[src/hw/rtl/rlf_pkg.sv]
`timescale 1ns / 1ps

package rlf_pkg;

    localparam int HOLD_TICKS_DEF      = 10;
    localparam int PRE_DELAY_TICKS_DEF = 10;

    localparam int CFG_ADDR_W = 8;
    localparam int CFG_DATA_W = 16;
    localparam int CD_W       = 17;

    localparam logic [11:0] CTRL_MARGIN = 12'd100;
    localparam logic [11:0] THR_MARGIN  = 12'd50;

    typedef enum logic [CFG_ADDR_W-1:0] {
        REG_MODEM_MODE       = 8'd0,
        REG_CTRL_PULSE_MAX   = 8'd1,
        REG_THR_PULSE_MIN    = 8'd2,
        REG_FAILSAFE_DELAY   = 8'd3,
        REG_RF_LOST_LIMIT    = 8'd4,
        REG_MODEM_CRC_LIMIT  = 8'd5,
        REG_MODEM_LOST_LIMIT = 8'd6,
        REG_SWITCH_THRESHOLD = 8'd7
    } reg_index_t;

    typedef enum logic [2:0] {
        STATUS_NORMAL       = 3'd0,
        STATUS_HOLD         = 3'd1,
        STATUS_STABILISE    = 3'd2,
        STATUS_NO_STABILISE = 3'd3,
        STATUS_AUTOPILOT    = 3'd4,
        STATUS_NO_AUTOPILOT = 3'd5
    } status_t;

    typedef struct packed {
        logic        modem_mode;
        logic [11:0] ctrl_pulse_max;
        logic [11:0] thr_pulse_min;
        logic [15:0] failsafe_delay_tenths;
        logic [7:0]  rf_lost_limit;
        logic [7:0]  modem_crc_limit;
        logic [7:0]  modem_lost_limit;
        logic [11:0] switch_threshold;
    } cfg_t;

    typedef struct packed {
        logic [7:0]  rf_lost_count;
        logic        pulse_hold;
        logic [11:0] ctrl_pulse;
        logic [11:0] thr_pulse;
        logic [7:0]  modem_crc_errors;
        logic [7:0]  modem_lost_count;
    } tick_t;

    typedef struct packed {
        logic hold;
        logic rf;
        logic pos;
        logic modem;
    } fault_t;

    typedef struct packed {
        logic               failsafe_active;
        status_t            failsafe_status;
        logic signed [CD_W-1:0] countdown_tenths;
    } result_t;

endpackage

[src/hw/rtl/rlf_qual.sv]
`timescale 1ns / 1ps

module rlf_qual #(
    parameter int HOLD_TICKS = rlf_pkg::HOLD_TICKS_DEF
) (
    input  logic           clk,
    input  logic           rst_n,
    input  logic           advance,
    input  rlf_pkg::cfg_t  cfg,
    input  rlf_pkg::tick_t tick,
    output rlf_pkg::fault_t faults
);
    import rlf_pkg::*;

    localparam int HoldW = $clog2(HOLD_TICKS + 1);

    logic [HoldW-1:0] hold_cnt_reg;
    logic [HoldW-1:0] hold_cnt_next;
    logic             hold_fault;
    logic             ctrl_high;
    logic             thr_low;

    always_comb
    begin
        hold_cnt_next = hold_cnt_reg;
        hold_fault    = 1'b0;
        if (tick.pulse_hold)
        begin
            if (hold_cnt_reg < HoldW'(HOLD_TICKS))
            begin
                hold_cnt_next = hold_cnt_reg + 1'b1;
            end
            else
            begin
                hold_fault = 1'b1;
            end
        end
        else
        begin
            hold_cnt_next = '0;
        end
    end

    // The throttle test is rearranged so that a minimum below the margin never trips.
    assign ctrl_high = {1'b0, tick.ctrl_pulse} >
                       ({1'b0, cfg.ctrl_pulse_max} + {1'b0, CTRL_MARGIN});
    assign thr_low   = ({1'b0, tick.thr_pulse} + {1'b0, THR_MARGIN}) < {1'b0, cfg.thr_pulse_min};

    assign faults.hold  = hold_fault;
    assign faults.rf    = tick.rf_lost_count > cfg.rf_lost_limit;
    assign faults.pos   = cfg.modem_mode ? thr_low : (ctrl_high || thr_low);
    assign faults.modem = cfg.modem_mode &&
                          ((tick.modem_crc_errors > cfg.modem_crc_limit) ||
                           (tick.modem_lost_count > cfg.modem_lost_limit));

    always_ff @(posedge clk or negedge rst_n)
    begin
        if (!rst_n)
        begin
            hold_cnt_reg <= '0;
        end
        else if (advance)
        begin
            hold_cnt_reg <= hold_cnt_next;
        end
    end

endmodule

[src/hw/rtl/rlf_fsm.sv]
`timescale 1ns / 1ps

module rlf_fsm #(
    parameter int PRE_DELAY_TICKS = rlf_pkg::PRE_DELAY_TICKS_DEF
) (
    input  logic            clk,
    input  logic            rst_n,
    input  logic            advance,
    input  rlf_pkg::cfg_t   cfg,
    input  logic [11:0]     ctrl_pulse,
    input  rlf_pkg::fault_t faults,
    output rlf_pkg::result_t result
);
    import rlf_pkg::*;

    localparam int PreW = $clog2(PRE_DELAY_TICKS + 1);

    typedef enum logic [1:0] {
        ST_NORMAL = 2'd0,
        ST_PRE    = 2'd1,
        ST_STAB   = 2'd2,
        ST_AUTO   = 2'd3
    } state_t;

    state_t                 state_reg;
    state_t                 state_next;
    logic [PreW-1:0]        pre_cnt_reg;
    logic [PreW-1:0]        pre_cnt_next;
    logic signed [CD_W-1:0] countdown_reg;
    logic signed [CD_W-1:0] countdown_next;
    logic                   fail;
    logic                   link_fault;
    status_t                status;

    assign fail       = faults.hold || faults.rf || faults.pos || faults.modem;
    assign link_fault = faults.hold || faults.rf || faults.pos;

    always_comb
    begin
        state_next     = state_reg;
        pre_cnt_next   = pre_cnt_reg;
        countdown_next = countdown_reg;
        status         = STATUS_NORMAL;
        case (state_reg)
            ST_NORMAL:
            begin
                pre_cnt_next = '0;
                if (fail)
                begin
                    state_next = ST_PRE;
                end
            end
            ST_PRE:
            begin
                if (!fail)
                begin
                    state_next = ST_NORMAL;
                end
                else if (pre_cnt_reg < PreW'(PRE_DELAY_TICKS))
                begin
                    pre_cnt_next = pre_cnt_reg + 1'b1;
                end
                else
                begin
                    state_next     = ST_STAB;
                    countdown_next = {1'b0, cfg.failsafe_delay_tenths};
                end
                status = (faults.hold || faults.rf) ? STATUS_HOLD : STATUS_NORMAL;
            end
            ST_STAB:
            begin
                if (!fail)
                begin
                    state_next = ST_NORMAL;
                end
                else if (!countdown_reg[CD_W-1])
                begin
                    countdown_next = countdown_reg - 1'b1;
                end
                else
                begin
                    state_next = ST_AUTO;
                end
                status = link_fault ? STATUS_STABILISE : STATUS_NO_STABILISE;
            end
            ST_AUTO:
            begin
                if (!fail)
                begin
                    state_next = ST_NORMAL;
                end
                if (link_fault || (ctrl_pulse < cfg.switch_threshold))
                begin
                    status = STATUS_AUTOPILOT;
                end
                else
                begin
                    status = STATUS_NO_AUTOPILOT;
                end
            end
            default:
            begin
                state_next = ST_NORMAL;
            end
        endcase
    end

    assign result.failsafe_active  = fail;
    assign result.failsafe_status  = status;
    assign result.countdown_tenths = countdown_next;

    always_ff @(posedge clk or negedge rst_n)
    begin
        if (!rst_n)
        begin
            state_reg     <= ST_NORMAL;
            pre_cnt_reg   <= '0;
            countdown_reg <= '0;
        end
        else if (advance)
        begin
            state_reg     <= state_next;
            pre_cnt_reg   <= pre_cnt_next;
            countdown_reg <= countdown_next;
        end
    end

endmodule

[src/hw/rtl/radio_link_failsafe_fsm.sv]
`timescale 1ns / 1ps

// Channel   Direction  Item contents
// s_axis    in         one control tick (tdata, tuser = pulse_hold)
// m_axis    out        one failsafe result per tick
// cfg       in         register index and write data
//
// Each item passes an input register and a result register, with the fault
// qualification and state update sitting between the two registers; one item is
// taken per cycle while the output is drained. A stall at the output holds the
// result and, once the input register is full, drops s_tready.
// Reset clears the valid flags, the state machine and the hold counter and loads
// register defaults; the tick and result data registers are not reset.

module radio_link_failsafe_fsm #(
    parameter int HOLD_TICKS      = rlf_pkg::HOLD_TICKS_DEF,
    parameter int PRE_DELAY_TICKS = rlf_pkg::PRE_DELAY_TICKS_DEF
) (
    input  logic                           clk,
    input  logic                           rst_n,
    input  logic                           s_tvalid,
    output logic                           s_tready,
    // rf_lost_count[7:0], ctrl_pulse[19:8], thr_pulse[31:20],
    // modem_crc_errors[39:32], modem_lost_count[47:40]
    input  logic [47:0]                    s_tdata,
    // pulse_hold[0]
    input  logic                           s_tuser,
    output logic                           m_tvalid,
    input  logic                           m_tready,
    // failsafe_active[0], failsafe_status[3:1], countdown_tenths[20:4], zero fill [23:21]
    output logic [23:0]                    m_tdata,
    input  logic                           cfg_valid,
    output logic                           cfg_ready,
    input  logic [rlf_pkg::CFG_ADDR_W-1:0] cfg_addr,
    input  logic [rlf_pkg::CFG_DATA_W-1:0] cfg_data
);
    import rlf_pkg::*;

    cfg_t    cfg_reg;
    tick_t   tick_reg;
    logic    in_valid_reg;
    logic    out_valid_reg;
    result_t out_reg;
    logic    advance;
    fault_t  faults;
    result_t result;

    assign advance   = in_valid_reg && (!out_valid_reg || m_tready);
    assign s_tready  = !in_valid_reg || advance;
    assign cfg_ready = 1'b1;

    always_ff @(posedge clk or negedge rst_n)
    begin
        if (!rst_n)
        begin
            cfg_reg.modem_mode            <= 1'b0;
            cfg_reg.ctrl_pulse_max        <= 12'd2000;
            cfg_reg.thr_pulse_min         <= 12'd1000;
            cfg_reg.failsafe_delay_tenths <= 16'd0;
            cfg_reg.rf_lost_limit         <= 8'd10;
            cfg_reg.modem_crc_limit       <= 8'd10;
            cfg_reg.modem_lost_limit      <= 8'd10;
            cfg_reg.switch_threshold      <= 12'd1500;
        end
        else if (cfg_valid)
        begin
            case (cfg_addr)
                REG_MODEM_MODE:       cfg_reg.modem_mode            <= cfg_data[0];
                REG_CTRL_PULSE_MAX:   cfg_reg.ctrl_pulse_max        <= cfg_data[11:0];
                REG_THR_PULSE_MIN:    cfg_reg.thr_pulse_min         <= cfg_data[11:0];
                REG_FAILSAFE_DELAY:   cfg_reg.failsafe_delay_tenths <= cfg_data;
                REG_RF_LOST_LIMIT:    cfg_reg.rf_lost_limit         <= cfg_data[7:0];
                REG_MODEM_CRC_LIMIT:  cfg_reg.modem_crc_limit       <= cfg_data[7:0];
                REG_MODEM_LOST_LIMIT: cfg_reg.modem_lost_limit      <= cfg_data[7:0];
                REG_SWITCH_THRESHOLD: cfg_reg.switch_threshold      <= cfg_data[11:0];
                default:
                begin
                end
            endcase
        end
    end

    always_ff @(posedge clk or negedge rst_n)
    begin
        if (!rst_n)
        begin
            in_valid_reg  <= 1'b0;
            out_valid_reg <= 1'b0;
        end
        else
        begin
            if (s_tready)
            begin
                in_valid_reg <= s_tvalid;
            end
            if (advance)
            begin
                out_valid_reg <= 1'b1;
            end
            else if (m_tready)
            begin
                out_valid_reg <= 1'b0;
            end
        end
    end

    always_ff @(posedge clk)
    begin
        if (s_tvalid && s_tready)
        begin
            tick_reg.rf_lost_count    <= s_tdata[7:0];
            tick_reg.ctrl_pulse       <= s_tdata[19:8];
            tick_reg.thr_pulse        <= s_tdata[31:20];
            tick_reg.modem_crc_errors <= s_tdata[39:32];
            tick_reg.modem_lost_count <= s_tdata[47:40];
            tick_reg.pulse_hold       <= s_tuser;
        end
        if (advance)
        begin
            out_reg <= result;
        end
    end

    rlf_qual #(
        .HOLD_TICKS (HOLD_TICKS)
    ) u_qual (
        .clk     (clk),
        .rst_n   (rst_n),
        .advance (advance),
        .cfg     (cfg_reg),
        .tick    (tick_reg),
        .faults  (faults)
    );

    rlf_fsm #(
        .PRE_DELAY_TICKS (PRE_DELAY_TICKS)
    ) u_fsm (
        .clk        (clk),
        .rst_n      (rst_n),
        .advance    (advance),
        .cfg        (cfg_reg),
        .ctrl_pulse (tick_reg.ctrl_pulse),
        .faults     (faults),
        .result     (result)
    );

    assign m_tvalid = out_valid_reg;
    assign m_tdata  = {3'b000, out_reg.countdown_tenths, out_reg.failsafe_status,
                       out_reg.failsafe_active};

endmodule
[config.mk]
export PLATFORM = sky130hd
export DESIGN_NAME = radio_link_failsafe_fsm
export DESIGN_NICKNAME = d
export VERILOG_FILES = /design/src/hw/rtl/rlf_pkg.sv /design/src/hw/rtl/rlf_qual.sv /design/src/hw/rtl/rlf_fsm.sv /design/src/hw/rtl/radio_link_failsafe_fsm.sv
export SDC_FILE = /design/constraint.sdc
export NUM_CORES = 1
export LEC_CHECK = 0
export ABC_AREA = 1
export BUFFER_PORTS_ARGS = -buffer_cell sky130_fd_sc_hd__buf_2
export CORE_UTILIZATION = 55
export DETAILED_ROUTE_END_ITERATION = 8
export PLACE_DENSITY = 0.75
export SETUP_SLACK_MARGIN = 0.15
export SLEW_MARGIN = 20
export SYNTH_ARGS = -nofsm -noshare
export SYNTH_HDL_FRONTEND = slang
export SYNTH_SLANG_ARGS = --single-unit
[constraint.sdc]
create_clock -name clk -period 4.25 [get_ports clk]
set_input_delay 0.85 -clock clk [delete_from_list [all_inputs] [get_ports clk]]
set_output_delay 0.85 -clock clk [all_outputs]
set_load 0.02 [all_outputs]
== After elaboration in Yosys (flattened, before gate mapping) ==
Index checks and enable logic that the tools add are counted.
Widths: inputs -> output; s select.

* Reduce and logical (&&, ||, !) cells: 28
* $add $sub $neg: 5
* Equality and inequality tests: 17
* Mux-type cells: 26
* Shift operators: 0
* Multiply operators: 0
* Bitwise operators: 0
* Div/mod/pow operators: 0
* $lt $le $gt $ge: 8

{| class="wikitable"
|+ Operators with widths
! kind !! count
|-
| $mux 17 || 4
|-
| $pmux 17 s2 || 1
|-
| $eq 8x3->1 const B || 4
|-
| $gt 8x8->1 || 3
|-
| $reduce_and 2->1 || 9
|-
| $sub 17x1->17 const B || 1
|-
| $eq 8x2->1 const B || 2
|-
| $mux 4 || 4
|-
| $add 12x6->13 const B || 1
|-
| $add 12x7->13 const B || 1
|-
| $gt 12x13->1 || 1
|-
| $lt 13x12->1 || 1
|-
| $lt 12x12->1 || 1
|-
| $mux 2 || 6
|-
| $pmux 3 s3 || 1
|-
| $add 4x1->4 const B || 2
|-
| $eq 8x1->1 const B || 1
|-
| $logic_not 8->1 || 1
|-
| $logic_or 1x1->1 || 8
|-
| $lt 4x4->1 const B || 2
|-
| $mux 1 || 8
|-
| $ne 2x1->1 const B || 4
|-
| $pmux 2 s4 || 1
|-
| $pmux 4 s2 || 1
|-
| 11 further kinds || 16
|}

* Flip-flop bits (word level): 176
* Memories: 0
* Bits in writable memories: 0
* Bits in read-only memories: 0
* Output and inout port bits: 27
* Latch bits: 0
* Input bits: 78

== Longest topological paths before layout ==
* Depth after elaboration: 8
* Mapped depth: 23

== Cells and area by module ==
A second synthesis with hierarchy kept.

* Cell total of the unflattened synthesis: 1167
* Area, all modules: 9865.7 µm²

{| class="wikitable"
|+ By module, submodules not included
! module !! cells an instance !! sequential area each (µm²) !! instances !! area an instance (µm²)
|-
| radio_link_failsafe_fsm || 441 || 4110.2 || 1 || 5434.0
|-
| rlf_fsm || 433 || 575.6 || 1 || 2549.9
|-
| rlf_qual || 293 || 100.1 || 1 || 1881.8
|}

== Worst setup path after synthesis ==
OpenSTA, ideal clock, no wires.

* Path type: reg-to-reg
* Start: register tick_reg[17] (netlist bit)
* End: register out_reg, in the netlist m_tdata[10], data pin
* Setup slack: 1.435 ns
* Data arrival time: 2.561 ns
* Clock period less this slack: 2.815 ns
* Setup time: 0.255 ns
* Buffers on the path: 1
* Cell stages (with the launch flop): 20
* Data required time: 3.995 ns
* Cells stage by stage: edfxtp_1 ha_1 nand2_1 nand2_1 nand2_1 nor2_1 nand2_1 xor2_1 ha_1 nand2_1 nor2_2 nand3_1 nor2_1 nand3_1 nand2_4 clkbuf_1 nand4_1 nand3_1 nand3_1 and2_1

{| class="wikitable"
|+ RTL lines
! item !! RTL line !! RTL
|-
| start, declared || radio_link_failsafe_fsm.sv:40 || <nowiki>tick_t tick_reg;</nowiki>
|-
| end signal, assigned || radio_link_failsafe_fsm.sv:120 || <nowiki>out_reg <= result;</nowiki>
|-
| end, declared || radio_link_failsafe_fsm.sv:43 || <nowiki>result_t out_reg;</nowiki>
|}

== Worst setup path after layout ==
* Start: register tick_reg[17] (netlist bit)
* End: register u_fsm.countdown_reg[9]

* Cells in the longest elaborated chain, start to end: 8
* Elaborated cells on any way between the ends: 9
* Classes of those cells: add/sub: 1; order compare: 1; mux: 4; reduce/logical: 3

{| class="wikitable"
|+ Ends and longest elaborated chain
! item !! RTL line !! RTL
|-
| $add 12x6->13 * || rlf_qual.sv:47 || <nowiki>assign thr_low = ({1'b0, tick.thr_pulse} + {1'b0, THR_MARGIN}) < {1'b0, cfg.thr_pulse_min};</nowiki>
|-
| $lt 13x12->1 * || rlf_qual.sv:47 ||
|-
| $logic_or 1x1->1 || rlf_qual.sv:51 || <nowiki>assign faults.pos = cfg.modem_mode ? thr_low : (ctrl_high || thr_low);</nowiki>
|-
| $mux 1 * || rlf_qual.sv:51 ||
|-
| $logic_or 1x1->1 * (2 in series) || rlf_fsm.sv:35 || <nowiki>assign fail = faults.hold || faults.rf || faults.pos || faults.modem;</nowiki>
|-
| $mux 17 (on tied branches) || rlf_fsm.sv:72, rlf_fsm.sv:55 ||
|-
| $pmux 17 s2 * || rlf_fsm.sv:44 || <nowiki>case (state_reg)</nowiki>
|-
| end signal, assigned || rlf_fsm.sv:124 || <nowiki>countdown_reg <= countdown_next;</nowiki>
|-
| end, declared || rlf_fsm.sv:29 || <nowiki>logic signed [CD_W-1:0] countdown_reg;</nowiki>
|}

Every way passes the cells marked *; elsewhere a longest branch is shown, timed or not.
A chain may end at the register's enable or synchronous reset.

==> metrics.csv <==
metric;value;unit
Tightest Pin Transition;1.01;ns
commonest non-fill, non-tap cell in the layout;nand2_1;
Setup crit start kind;flip-flop;
final slew viol count;0;
min-delay worst type;input pin to asynchronous set/reset pin;
Fin Hold WS;0.440;ns
crit-path max cell delay;0.40;ns
vias;8064;
compound-cell area share of the yosys netlist;8.71;%
initial antenna violation count;1;
commonest register cell after synthesis;dfrtp_1;
ratio of cells with drive above 1 in the final layout;15.2;%
CTS tree;done;
DPL Wire Length;15300;um
max-cap violation count;0;
clock latency on the worst-skew pair;0.45;ns
Post-Route WL;21900;um
CP arrival;3.92;ns
CP delay by family, top;simple AND/OR/NAND/NOR gates;
Post-CTS Resized;0;
min Tclk post-route;3.58;ns
vias in the first global route;7555;
Largest register FFs;77;
Starting Density;56.9;%
status;complete, no violations;
Synth Area per Inst;8.41;um2
post-synthesis xor/xnor area fraction;2.73;%
fin crit share;84.3;%
clk_skew;0.0109;ns
Starting DRT DRC Count;487;
Worst path slowest cell;edfxtp_1;
CP bufs+invs;1;
Synth Instances;1182;
RSZ-0062 raised after global routing;no;
Die Y;136;um
row count;48;
area post-placement;10600;um2
GRT overflow;0;
# fillers;1477;
first-pass GRT wire length;36100;um
Slew HR;32.4;%
LEAKAGE;5.22;nW
setup TNS;0;ns
Final setup viols;0;
Die W;136;um
most frequent cells in the layout;nand2_1 (337), inv_1 (146), buf_2 (99);
Post-Synth Simple-Gate Area;23.3;%
flops & latches, synth;176;
sequential element share of the synthesized area;48.1;%
Crit path top cell by count;nand2_1;
Final Instance Area;11200;um2
Port Buffers;100;
EDFF count, synth;70;
Post-Synth Adder-Cell Area;8.43;%
DRT antenna net count;0;
mux cell area share after synthesis;0.453;%
drt first pass iters;6;
final net count;1405;
final hold viol count;0;
area delta synth->final;12.3;%
CP Cell Sequence;ha_1 -> nand2_1 -> nand2_1 -> nand2_1 -> nor2_1 -> nand2_1 -> xor2_1 -> ha_1 -> nand2_1 -> nor2_2 -> nand3_1 -> nor2_1 -> nand3_1 -> nand2_4 -> nand4_4 -> buf_4 -> nand2_1 -> nand2_1 -> nand2_1 -> nand3_1 -> nand3_1 -> nand2_1;
CTS clock-pin slew for the worst setup and hold paths;0.07;ns
total I/O pin count;105;
Non-Filler Instances;1499;
GRT Overall Usage;25.1;%
crit-path max FO;33;
Max IR drop VDD;0.373;mV
post-synth cell types;44;
largest family of logic cells by synthesized area;simple AND/OR/NAND/NOR gates;
Inst Count DP;1466;
setup bufs post-CTS;0;
number of CTS-inserted buffers;17;
Ys Warns;0;
CORE AREA;17500;um2
CP Class;flip-flop to flip-flop;
Die ar.;18600;um2
routed vias/inst;5.38;
largest net degree at the start of global routing;51;
CTS H-tree depth;4;
PD cells;518;nW/um2
WL/cell;14.6;um
fmax;279;MHz
CTS Buffer Depth;2;
critical path capture point type;flip-flop;
CTS Sinks;176;
final RePlAce weighted congestion;0.888;
asr flop ratio synth;60.2;%
# DRC;0;
Worst Path Required;4.58;ns
Hold Buf Count CTS;0;
Synth Cell Area;9940;um2
Root Buffer;clkbuf_16;
==> worst register-to-register path, stage by stage, from the launching register on <==
cell and delay [ns]:
edfxtp_1 0.40, ha_1 0.19, nand2_1 0.07, nand2_1 0.08, nand2_1 0.08, nor2_1 0.12
nand2_1 0.08, xor2_1 0.14, ha_1 0.31, nand2_1 0.07, nor2_2 0.12, nand3_1 0.09
nor2_1 0.09, nand3_1 0.13, nand2_4 0.34, nand4_4 0.37, buf_4 0.31, nand2_1 0.07
nand2_1 0.05, nand2_1 0.08, nand3_1 0.13, nand3_1 0.11, nand2_1 0.05
==> report_power, final <==
| part | internal [mW] | switching [mW] |
|---|---|---|
| Combinational | 0.676 | 1.21 |
| Clock | 0.790 | 0.770 |
| Sequential | 2.10 | 0.233 |
| Total | 3.57 | 2.22 |
==> cells in the mapped netlist (2+ instances only) <==
master / instances / area share (%)
nand2_1: 337 / 13
inv_1: 147 / 5.5
dfrtp_1: 81 / 20
o21ai_0: 78 / 3.9
nand3_1: 73 / 3.7
edfxtp_1: 70 / 21
ha_1: 67 / 8.4
nor2_1: 52 / 2.0
o21ai_1: 43 / 2.2
nand4_1: 40 / 2.5
clkbuf_1: 34 / 1.3
xor2_1: 27 / 2.4
dfstp_2: 25 / 6.6
a21oi_1: 21 / 1.1
a31oi_1: 11 / 0.69
buf_2: 10 / 0.50
and2_1: 6 / 0.38
nor2_2: 6 / 0.38
nor3_1: 6 / 0.30
buf_4: 5 / 0.38
a21o_1: 4 / 0.30
mux2_2: 4 / 0.45
xnor2_1: 4 / 0.35
nand2_2: 3 / 0.19
or2_2: 3 / 0.19
a21oi_2: 2 / 0.18
buf_6: 2 / 0.23
clkinv_1: 2 / 0.076
conb_1: 2 / 0.076
nand2_4: 2 / 0.23
o211ai_1: 2 / 0.15
==> layout make-up <==
type                    instances  area [um2]  area share [%]
multi-input cells             805        4360            39.1
well taps                     225         282            2.52
inverters                     150         563            5.04
clock inverters                15         165            1.48
clock buffers                  17         425            3.81
repair buffers                110         578            5.18
flip-flops and latches        176        4790            42.9
diodes                          1        2.50          0.0224
==> metal layers <==
layer | share of wire, % | GRT usage, %
met2 | 48 | 41.8
met5 | 0.055 | 0
met1 | 44 | 32.3
met3 | 5.2 | 5.59
met4 | 2.3 | 8.33
==> through the flow <==
step | power (mW) | utilization, % | worst slack [ns]
6_report | 5.79 | 63.9 | 0.668
5_1_grt | 6.17 | 63.9 | 0.356
4_1_cts | 5.79 | 63.8 | 0.452
3_5_place_dp | 4.23 | 60.4 | 0.468
3_3_place_gp | 4.17 | 60.4 | 0.609
2_1_floorplan | 3.75 | - | 1.43
==> logic make-up (layout without fill, tap and decap cells) <==
logic type | after synthesis | after routing
compound gates | 164 | 164
xor+xnor | 31 | 31
fa+ha+maj | 67 | 67
buf+inv | 203 | 292
flops | 176 | 176
mux | 4 | 4
other cells | 2 | 5
simple gates | 535 | 535
==> final timing paths <==
path,start,end,slack [ns],cells after the start
setup / recovery,tick_reg[17]$_DFFE_PP_,u_fsm.countdown_reg[9]$_DFFE_PN0P_,0.67,22
hold / removal,rst_n,cfg_reg[9]$_DFFE_PN0P_,0.44,1
setup reg to reg,tick_reg[17]$_DFFE_PP_,u_fsm.countdown_reg[9]$_DFFE_PN0P_,0.67,22
hold reg to reg,cfg_reg[8]$_DFFE_PN1P_,cfg_reg[8]$_DFFE_PN1P_,0.48,2
max in group asynchronous,rst_n,cfg_reg[61]$_DFFE_PN1P_,2.88,2
min in group clk,cfg_reg[8]$_DFFE_PN1P_,cfg_reg[8]$_DFFE_PN1P_,0.48,2
Note: power is estimated with default switching activity, not from simulation.
